[config.mk]
export PLATFORM = sky130hd
export DESIGN_NAME = coalescing_extent_allocator_unit
export DESIGN_NICKNAME = d
export VERILOG_FILES = /design/src/sv/cea_pkg.sv /design/src/sv/cea_ctrl.sv /design/src/sv/cea_dp.sv /design/src/sv/coalescing_extent_allocator_unit.sv
export SDC_FILE = /design/constraint.sdc
export NUM_CORES = 2
export LEC_CHECK = 0
export ABC_CLOCK_PERIOD_IN_PS = 9550
export BUFFER_PORTS_ARGS = -buffer_cell sky130_fd_sc_hd__buf_4
export CORE_ASPECT_RATIO = 1.25
export CORE_MARGIN = 3
export CORE_UTILIZATION = 45
export CTS_BUF_LIST = sky130_fd_sc_hd__clkbuf_2
export CTS_CLUSTER_DIAMETER = 50
export DETAILED_ROUTE_END_ITERATION = 7
export PLACE_DENSITY_LB_ADDON = 0.25
export REMOVE_ABC_BUFFERS = 1
export SETUP_SLACK_MARGIN = 0.05
export SYNTH_ARGS = -nofsm -noshare
export SYNTH_HDL_FRONTEND = slang
export SYNTH_HIERARCHICAL = 1
export SYNTH_SLANG_ARGS = --single-unit
[constraint.sdc]
create_clock -name clk -period 9.55 [get_ports clk]
set_clock_uncertainty 0.05 [all_clocks]
set_input_delay 0.955 -clock clk [delete_from_list [all_inputs] [get_ports clk]]
set_output_delay 0.955 -clock clk [all_outputs]
set_load 0.02 [all_outputs]
[src/sv/cea_pkg.sv]
package cea_pkg;

  localparam int MAX_EXTENTS_DEF = 64;
  localparam int ADDR_BITS_DEF   = 24;
  localparam int POOL_RESET      = 10000;
  localparam int COUNT_OUT_W     = 7;

  typedef enum logic [1:0] {
    OP_ALLOC   = 2'd0,
    OP_RELEASE = 2'd1,
    OP_RESTART = 2'd2
  } op_t;

  typedef enum logic [1:0] {
    ST_OK    = 2'd0,
    ST_NOFIT = 2'd1,
    ST_FULL  = 2'd2,
    ST_BAD   = 2'd3
  } status_t;

  typedef enum logic [2:0] {
    S_INIT,
    S_IDLE,
    S_SCAN,
    S_DECIDE,
    S_COMPACT,
    S_APPEND,
    S_DONE
  } state_t;

  // controller to datapath
  typedef struct packed {
    logic init;
    logic load;
    logic scan;
    logic decide;
    logic compact;
    logic append;
    logic finish;
  } cmd_t;

  // datapath to controller
  typedef struct packed {
    logic quick;
    logic sweep_done;
    logic fail;
    logic out_free;
  } stat_t;

endpackage

[src/sv/cea_ctrl.sv]
module cea_ctrl (
  input  logic          clk,
  input  logic          rst_n,
  input  logic          in_valid,
  output logic          in_stall,
  input  cea_pkg::stat_t stat,
  output cea_pkg::cmd_t  cmd
);
  import cea_pkg::*;

  state_t state_r, state_nxt;

  always_ff @(posedge clk) begin
    if (!rst_n) begin
      state_r <= S_INIT;
    end else begin
      state_r <= state_nxt;
    end
  end

  always_comb begin
    state_nxt = state_r;
    unique case (state_r)
      S_INIT:    state_nxt = S_IDLE;
      S_IDLE: begin
        if (in_valid) state_nxt = stat.quick ? S_DONE : S_SCAN;
      end
      S_SCAN: begin
        if (stat.sweep_done) state_nxt = S_DECIDE;
      end
      S_DECIDE:  state_nxt = stat.fail ? S_DONE : S_COMPACT;
      S_COMPACT: begin
        if (stat.sweep_done) state_nxt = S_APPEND;
      end
      S_APPEND:  state_nxt = S_DONE;
      S_DONE: begin
        if (stat.out_free) state_nxt = S_IDLE;
      end
      default:   state_nxt = S_INIT;
    endcase
  end

  always_comb begin
    cmd         = '0;
    cmd.init    = (state_r == S_INIT);
    cmd.load    = (state_r == S_IDLE) && in_valid;
    cmd.scan    = (state_r == S_SCAN);
    cmd.decide  = (state_r == S_DECIDE);
    cmd.compact = (state_r == S_COMPACT);
    cmd.append  = (state_r == S_APPEND);
    cmd.finish  = (state_r == S_DONE) && stat.out_free;
    in_stall    = (state_r != S_IDLE);
  end

endmodule

[src/sv/cea_dp.sv]
module cea_dp #(
  parameter int MAX_EXTENTS = cea_pkg::MAX_EXTENTS_DEF,
  parameter int ADDR_BITS   = cea_pkg::ADDR_BITS_DEF
) (
  input  logic                            clk,
  input  logic                            rst_n,
  input  cea_pkg::cmd_t                   cmd,
  output cea_pkg::stat_t                  stat,
  input  logic [1:0]                      in_operation,
  input  logic [ADDR_BITS-1:0]            in_block_address,
  input  logic [ADDR_BITS:0]              in_segment_count,
  input  logic                            cfg_we,
  input  logic [ADDR_BITS:0]              cfg_pool_segments,
  output logic                            out_valid,
  input  logic                            out_stall,
  output logic [1:0]                      out_status,
  output logic [ADDR_BITS-1:0]            out_granted_address,
  output logic [cea_pkg::COUNT_OUT_W-1:0] out_extents_now,
  output logic [cea_pkg::COUNT_OUT_W-1:0] out_peak_extents
);
  import cea_pkg::*;

  localparam int IW = $clog2(MAX_EXTENTS);
  localparam int CW = $clog2(MAX_EXTENTS + 1);
  localparam int AW = ADDR_BITS;
  localparam int LW = ADDR_BITS + 1;
  localparam int SW = ADDR_BITS + 2;

  // free extent table
  logic [AW-1:0] mem_start [MAX_EXTENTS];
  logic [LW-1:0] mem_len   [MAX_EXTENTS];
  logic [AW-1:0] rs_q;
  logic [LW-1:0] rl_q;

  logic [LW-1:0] pool_r, cap, lim;
  op_t           op_r;
  logic [AW-1:0] addr_r;
  logic [LW-1:0] cnt_r;
  logic [CW-1:0] total_r, peak_r;

  logic [CW-1:0] iss_r;
  logic          rdv_r;
  logic [IW-1:0] tag_r;
  logic          issuing;

  logic          found_r, has_lo_r, has_hi_r, dup_r;
  logic [IW-1:0] best_idx_r, lo_idx_r, hi_idx_r;
  logic [AW-1:0] best_start_r, lo_start_r, hi_start_r;
  logic [LW-1:0] best_len_r, lo_len_r, hi_len_r;

  logic [IW-1:0] k2_r;
  logic          two_r, app_r;
  logic [CW-1:0] wr_ptr_r;
  logic [AW-1:0] app_start_r;
  logic [LW-1:0] app_len_r;
  status_t       status_r;
  logic [AW-1:0] granted_r;

  logic          out_valid_r;
  status_t       out_status_r;
  logic [AW-1:0] out_granted_r;
  logic [CW-1:0] out_now_r, out_peak_r;

  logic          wr_en;
  logic [IW-1:0] wr_idx;
  logic [AW-1:0] wr_s;
  logic [LW-1:0] wr_l;

  logic [SW-1:0] in_end;
  logic          in_bad, in_quick;

  status_t       dec_status;
  logic [AW-1:0] dec_granted;
  logic          dec_drop, dec_two, dec_app;
  logic [IW-1:0] dec_k1, dec_k2;
  logic [AW-1:0] dec_as;
  logic [LW-1:0] dec_al;
  logic [SW-1:0] lo_end, a_end;
  logic          lo_t, hi_t;
  logic [CW-1:0] tot_nxt;

  assign cap = LW'(1) << ADDR_BITS;
  assign lim = (pool_r > cap) ? cap : pool_r;

  assign in_end   = SW'(in_block_address) + SW'(in_segment_count);
  assign in_bad   = (in_operation != OP_ALLOC && in_operation != OP_RELEASE)
                    || (in_segment_count == '0)
                    || (in_operation == OP_RELEASE && in_end > SW'(lim));
  assign in_quick = (in_operation == OP_RESTART) || in_bad;

  assign issuing  = (cmd.scan || cmd.compact) && (iss_r < total_r);

  assign stat.quick      = in_quick;
  assign stat.sweep_done = !rdv_r && (iss_r >= total_r);
  assign stat.fail       = (dec_status != ST_OK);
  assign stat.out_free   = !out_valid_r || !out_stall;

  // table write port
  always_comb begin
    wr_en  = 1'b0;
    wr_idx = '0;
    wr_s   = '0;
    wr_l   = lim;
    if (cmd.init || (cmd.load && in_operation == OP_RESTART && lim != '0)) begin
      wr_en = 1'b1;
    end else if (cmd.compact && rdv_r && !(two_r && tag_r == k2_r)) begin
      wr_en  = 1'b1;
      wr_idx = wr_ptr_r[IW-1:0];
      wr_s   = rs_q;
      wr_l   = rl_q;
    end else if (cmd.append && app_r) begin
      wr_en  = 1'b1;
      wr_idx = wr_ptr_r[IW-1:0];
      wr_s   = app_start_r;
      wr_l   = app_len_r;
    end
  end

  always_ff @(posedge clk) begin
    if (wr_en) begin
      mem_start[wr_idx] <= wr_s;
      mem_len[wr_idx]   <= wr_l;
    end
    if (issuing) begin
      rs_q <= mem_start[iss_r[IW-1:0]];
      rl_q <= mem_len[iss_r[IW-1:0]];
    end
  end

  // outcome of the scan
  always_comb begin
    lo_end      = SW'(lo_start_r) + SW'(lo_len_r);
    a_end       = SW'(addr_r) + SW'(cnt_r);
    lo_t        = has_lo_r && (lo_end == SW'(addr_r));
    hi_t        = has_hi_r && (a_end == SW'(hi_start_r));
    dec_status  = ST_OK;
    dec_granted = '0;
    dec_drop    = 1'b0;
    dec_two     = 1'b0;
    dec_app     = 1'b0;
    dec_k1      = best_idx_r;
    dec_k2      = best_idx_r;
    dec_as      = addr_r;
    dec_al      = cnt_r;
    if (op_r == OP_ALLOC) begin
      if (!found_r) begin
        dec_status = ST_NOFIT;
      end else begin
        dec_granted = best_start_r;
        dec_drop    = 1'b1;
        dec_app     = (best_len_r > cnt_r);
        dec_as      = best_start_r + AW'(cnt_r);
        dec_al      = best_len_r - cnt_r;
      end
    end else begin
      if (dup_r || (has_lo_r && lo_end > SW'(addr_r))
          || (has_hi_r && a_end > SW'(hi_start_r))) begin
        dec_status = ST_BAD;
      end else if (!lo_t && !hi_t && total_r >= CW'(MAX_EXTENTS)) begin
        dec_status = ST_FULL;
      end else begin
        dec_app = 1'b1;
        if (lo_t) dec_as = lo_start_r;
        dec_al = LW'(SW'(cnt_r) + (lo_t ? SW'(lo_len_r) : '0)
                 + (hi_t ? SW'(hi_len_r) : '0));
        dec_drop = lo_t || hi_t;
        dec_two  = lo_t && hi_t;
        if (lo_t && hi_t) begin
          dec_k1 = (lo_idx_r < hi_idx_r) ? lo_idx_r : hi_idx_r;
          dec_k2 = (lo_idx_r < hi_idx_r) ? hi_idx_r : lo_idx_r;
        end else begin
          dec_k1 = lo_t ? lo_idx_r : hi_idx_r;
          dec_k2 = dec_k1;
        end
      end
    end
  end

  assign tot_nxt = wr_ptr_r + CW'(app_r);

  always_ff @(posedge clk) begin
    if (!rst_n) begin
      pool_r      <= LW'(POOL_RESET);
      total_r     <= CW'(1);
      peak_r      <= CW'(1);
      rdv_r       <= 1'b0;
      out_valid_r <= 1'b0;
    end else begin
      if (cfg_we) pool_r <= cfg_pool_segments;
      rdv_r <= issuing;
      if (cmd.load && in_operation == OP_RESTART) begin
        total_r <= (lim != '0) ? CW'(1) : '0;
        peak_r  <= (lim != '0) ? CW'(1) : '0;
      end
      if (cmd.append) begin
        total_r <= tot_nxt;
        if (tot_nxt > peak_r) peak_r <= tot_nxt;
      end
      if (cmd.finish) begin
        out_valid_r <= 1'b1;
      end else if (!out_stall) begin
        out_valid_r <= 1'b0;
      end
    end
  end

  always_ff @(posedge clk) begin
    if (issuing) begin
      iss_r <= iss_r + CW'(1);
      tag_r <= iss_r[IW-1:0];
    end
    if (cmd.load) begin
      op_r      <= op_t'(in_operation);
      addr_r    <= in_block_address;
      cnt_r     <= in_segment_count;
      iss_r     <= '0;
      found_r   <= 1'b0;
      has_lo_r  <= 1'b0;
      has_hi_r  <= 1'b0;
      dup_r     <= 1'b0;
      granted_r <= '0;
      status_r  <= (in_operation == OP_RESTART) ? ST_OK : ST_BAD;
    end
    // evaluate one entry per cycle as its read data lands
    if (cmd.scan && rdv_r) begin
      if (op_r == OP_ALLOC) begin
        if (rl_q >= cnt_r && (!found_r || rl_q < best_len_r)) begin
          found_r      <= 1'b1;
          best_idx_r   <= tag_r;
          best_start_r <= rs_q;
          best_len_r   <= rl_q;
        end
      end else begin
        if (rs_q == addr_r) dup_r <= 1'b1;
        if (rs_q < addr_r && (!has_lo_r || rs_q > lo_start_r)) begin
          has_lo_r   <= 1'b1;
          lo_idx_r   <= tag_r;
          lo_start_r <= rs_q;
          lo_len_r   <= rl_q;
        end
        if (rs_q > addr_r && (!has_hi_r || rs_q < hi_start_r)) begin
          has_hi_r   <= 1'b1;
          hi_idx_r   <= tag_r;
          hi_start_r <= rs_q;
          hi_len_r   <= rl_q;
        end
      end
    end
    if (cmd.decide) begin
      status_r    <= dec_status;
      granted_r   <= dec_granted;
      two_r       <= dec_two;
      k2_r        <= dec_k2;
      app_r       <= dec_app;
      app_start_r <= dec_as;
      app_len_r   <= dec_al;
      if (dec_drop) begin
        wr_ptr_r <= CW'(dec_k1);
        iss_r    <= CW'(dec_k1) + CW'(1);
      end else begin
        wr_ptr_r <= total_r;
        iss_r    <= total_r;
      end
    end
    if (cmd.compact && rdv_r && !(two_r && tag_r == k2_r)) begin
      wr_ptr_r <= wr_ptr_r + CW'(1);
    end
    if (cmd.finish) begin
      out_status_r  <= status_r;
      out_granted_r <= granted_r;
      out_now_r     <= total_r;
      out_peak_r    <= peak_r;
    end
  end

  assign out_valid           = out_valid_r;
  assign out_status          = out_status_r;
  assign out_granted_address = out_granted_r;
  assign out_extents_now     = COUNT_OUT_W'(out_now_r);
  assign out_peak_extents    = COUNT_OUT_W'(out_peak_r);

endmodule

[src/sv/coalescing_extent_allocator_unit.sv]
// Channel   Direction  Handshake          Beat contents
// in_       in         in_valid/in_stall  operation, block_address, segment_count
// out_      out        out_valid/out_stall status, granted_address, extents_now,
//                                          peak_extents
// cfg_      in         cfg_we             pool_segments
//
// Restart, a zero count, a release past the pool and an unknown operation skip
// the scan and go straight to the result. Allocate and release scan the table,
// one table read a cycle on the single read port, then read again for the entries
// that close up behind a removed extent, then append; a refused request stops
// after the scan. After reset the init state writes the initial extent with in_stall high.
// A result beat waits in the output register; in_stall drops once it is loaded.
module coalescing_extent_allocator_unit #(
  parameter int MAX_EXTENTS = cea_pkg::MAX_EXTENTS_DEF,
  parameter int ADDR_BITS   = cea_pkg::ADDR_BITS_DEF
) (
  input  logic                            clk,
  input  logic                            rst_n,
  input  logic                            in_valid,
  output logic                            in_stall,
  input  logic [1:0]                      in_operation,
  input  logic [ADDR_BITS-1:0]            in_block_address,
  input  logic [ADDR_BITS:0]              in_segment_count,
  output logic                            out_valid,
  input  logic                            out_stall,
  output logic [1:0]                      out_status,
  output logic [ADDR_BITS-1:0]            out_granted_address,
  output logic [cea_pkg::COUNT_OUT_W-1:0] out_extents_now,
  output logic [cea_pkg::COUNT_OUT_W-1:0] out_peak_extents,
  input  logic                            cfg_we,
  input  logic [ADDR_BITS:0]              cfg_pool_segments
);
  import cea_pkg::*;

  cmd_t  cmd;
  stat_t stat;

  // sequencer: load, scan, decide, close up, append, deliver
  cea_ctrl u_ctrl (
    .clk      (clk),
    .rst_n    (rst_n),
    .in_valid (in_valid),
    .in_stall (in_stall),
    .stat     (stat),
    .cmd      (cmd)
  );

  // extent table, scan trackers, counts and output register
  cea_dp #(
    .MAX_EXTENTS (MAX_EXTENTS),
    .ADDR_BITS   (ADDR_BITS)
  ) u_dp (
    .clk                 (clk),
    .rst_n               (rst_n),
    .cmd                 (cmd),
    .stat                (stat),
    .in_operation        (in_operation),
    .in_block_address    (in_block_address),
    .in_segment_count    (in_segment_count),
    .cfg_we              (cfg_we),
    .cfg_pool_segments   (cfg_pool_segments),
    .out_valid           (out_valid),
    .out_stall           (out_stall),
    .out_status          (out_status),
    .out_granted_address (out_granted_address),
    .out_extents_now     (out_extents_now),
    .out_peak_extents    (out_peak_extents)
  );

endmodule

==> results.cfg <==
[cts]
clk_latency_ns = 1.95
cts_tree = yes
numCtsBuffers = 830
cts_buffer_depth = 4
cts_sinks = 3592
htreeDepth = 6
root_buffer = clkbuf_2
clk_pin_slew_worst_paths_ns = 0.11

[yosys]
netlist-cell-type-count = 94
synth_cells = 7342
ys_seq_area_share_pct = 72.3
synth-seq-cells = 3592
synth-edff-count = 3544
ys.flop_type = edfxtp_1
async_flop_share_pct = 0
postSynthAreaPerCell_um2 = 20.2
yosysWarnings = 6
syn-cell-area_um2 = 149000

[sta]
fin_tns_setup_ns = 0
min_period_over_period_pct = 93.5
hold_viol = 0
tightest_slew_ns = 1.30
drv_slew = 0
finalSetupViolations = 0
fmax_ghz = 0.112
rsz0062_at_grt = no
fin_crit_ns = 8.93
relSlewSlack_pct = 13.1

[setup_path]
critical_path.slowest_cell = or4_4
crit_required_ns = 11.09
endpoint_kind = flip-flop
crit_type = reg2reg
rr_startpoint = u_dp/addr_r[0]$_DFFE_PP_
path_common_cell = o21ai_0
timing.rr.end = u_dp/app_len_r[24]$_DFFE_PP_
max_stage_delay_ns = 0.60
cp-start-kind = flip-flop
worst-r2r-cell-count = 35
path_max_fanout = 4
ff2ff_setup_slack_ns = 0.62
cp.arrival_ns = 10.47

[min_path]
holdPathEnd = u_dp/status_r[1]$_DFFE_PP_
hold_path.class = in2reg
holdPathStages = 5
min_from = in_operation[0]

[die]
rows = 235
dieHeight_um = 649
coreArea_um2 = 328000
die_w_um = 520
start_util_pct = 45.3
ios = 123
die_area_um2 = 337000

[placement]
dp_hpwl_mm = 261
portBuffers = 122
routabilityCongestion = 0.915

[grt]
grt_pass1_vias = 83600
grt-ovfl-total = 0
antenna_found_initial = 30
grt_usage_pct = 26.5
grt_pass1_wl_mm = 630
grt_start_max_net_pins = 136

[job]
drv_cap = 0

[power]
leakagePower_nw = 57.9
p_total_mw = 30.4
power_density_nw_per_um2 = 182
peakVddDrop_mv = 0.0932

[cells_and_area]
most-common-layout-cells = 3,544 x edfxtp_1, 1,214 x clkbuf_2, 1,025 x mux4_2, 360 x ha_1, 291 x buf_4
layout-drive-gt1-share_pct = 31.4
areaGrowthSynthToFinish_pct = 12.4
fin_util_pct = 50.9
nets = 8884
layout_commonest_cell = edfxtp_1

[drt]
num_vias = 82300
drc = 0
dr.pass1.iters = 6
drt-total-wl_mm = 450
ant_nets = 0
avgRoutedWirePerCell_um = 33.5
drt-initial-drc-count = 10200
viasPerCell = 6.12

[outcome]
outcome = completed
## sequential cells by signal (all words and copies together), names as in the netlist, 25 cells and up
register         flops
u_dp/mem_len      1600
u_dp/mem_start    1536
u_dp/app_len_r      25
u_dp/best_len_r     25
u_dp/cnt_r          25
u_dp/hi_len_r       25
u_dp/lo_len_r       25
u_dp/pool_r         25
u_dp/rl_q           25
## stage by stage
stage | area [um2] | worst slack, ns | instances | hold slack [ns]
3_3_place_gp | 157000 | 0.403 | 11800 | 0.357
2_1_floorplan | 147000 | -24.24 | 7024 | 0.350
3_5_place_dp | 157000 | 0.418 | 11800 | 0.357
4_1_cts | 167000 | 0.180 | 13400 | 0.0401
6_report | 167000 | 0.619 | 13400 | 0.309
5_1_grt | 167000 | 0.0786 | 13400 | 0.219
## routing by layer
layer | GRT usage [%] | wire length (um) | part of all wire, %
met5 | 0 | 48 | 0.011
met4 | 11.4 | 19800 | 4.4
met3 | 5.30 | 42000 | 9.3
met1 | 34.3 | 165000 | 37
met2 | 44.0 | 223000 | 50
## cell usage after synthesis, drive strengths merged, types with 44 or more instances
library cell	number	area (um2)
edfxtp	3544	106000
mux4	1025	23100
ha	360	4500
a21oi	242	1240
clkbuf	242	908
nand2	223	840
inv	209	785
nor2	174	656
o21ai	171	860
xnor2	106	928
a21o	101	758
nand3	82	415
buf	76	335
and3	67	428
and2	59	370
nor2b	57	357
dfxtp	48	961
nand4	47	294
xor2	45	394
o21a	44	330
## final cells by class
type,instances,area (um2)
Tap cell,4384,5490
Inverter,210,788
Clock buffer,1214,6080
Multi-Input combinational cell,3222,40300
Antenna cell,23,57.6
Fill cell,26700,161000
Timing Repair Buffer,557,5390
Clock inverter,238,1480
Sequential cell,3592,107000
## worst max path at each step
stage	startpoint	cells after the start	end
floorplan	u_dp/iss_r[0]$_DFFE_PP_	0	u_dp/tag_r[0]$_DFFE_PP_
global placement	u_dp/addr_r[0]$_DFFE_PP_	33	u_dp/app_len_r[24]$_DFFE_PP_
detailed placement	u_dp/addr_r[0]$_DFFE_PP_	35	u_dp/app_len_r[24]$_DFFE_PP_
CTS	u_dp/addr_r[0]$_DFFE_PP_	33	u_dp/app_len_r[24]$_DFFE_PP_
global route	u_dp/addr_r[0]$_DFFE_PP_	35	u_dp/app_len_r[24]$_DFFE_PP_
finish	u_dp/addr_r[0]$_DFFE_PP_	35	u_dp/app_len_r[24]$_DFFE_PP_
## timing repair
item,4_1_cts,5_1_grt
hold buffers,213,0
resized for setup,0,7
hold endpoints to repair,178,0
setup buffers,0,2
endpoints found under the setup margin,0,4
## worst max-delay path, delay by kind of cell, from the launching register on
family | cells | cell delay (ns)
buffers and inverters | 1 | 0.08
AND/OR/NAND/NOR | 6 | 1.41
XOR/XNOR | 2 | 0.29
adder cells (fa/ha/maj) | 5 | 1.54
AO/OA/AOI/OAI | 21 | 4.80
flip-flops | 1 | 0.43
## cell families (layout without fill, tap and decap cells)
kind of cell               count (synthesis)  in the layout  synth area share, %
muxes                                   1077           1077                 15.9
buffers and inverters                    528           2219                 1.37
AOI/OAI and AO/OA                        766            766                 3.32
xor gates and xnor gates                 151            151                0.890
and+or+nand+nor                          838            838                 2.84
DFF                                     3592           3592                 72.3
adders and majority gates                390            390                 3.44
other                                      0             23                    0
## where the power goes
| part | switching (mW) | total (mW) | internal (mW) |
|---|---|---|---|
| registers | 0.0891 | 17.4 | 17.3 |
| logic | 1.75 | 3.08 | 1.33 |
| clock network | 6.03 | 9.89 | 3.86 |
Power figures use the tool's default switching activity.
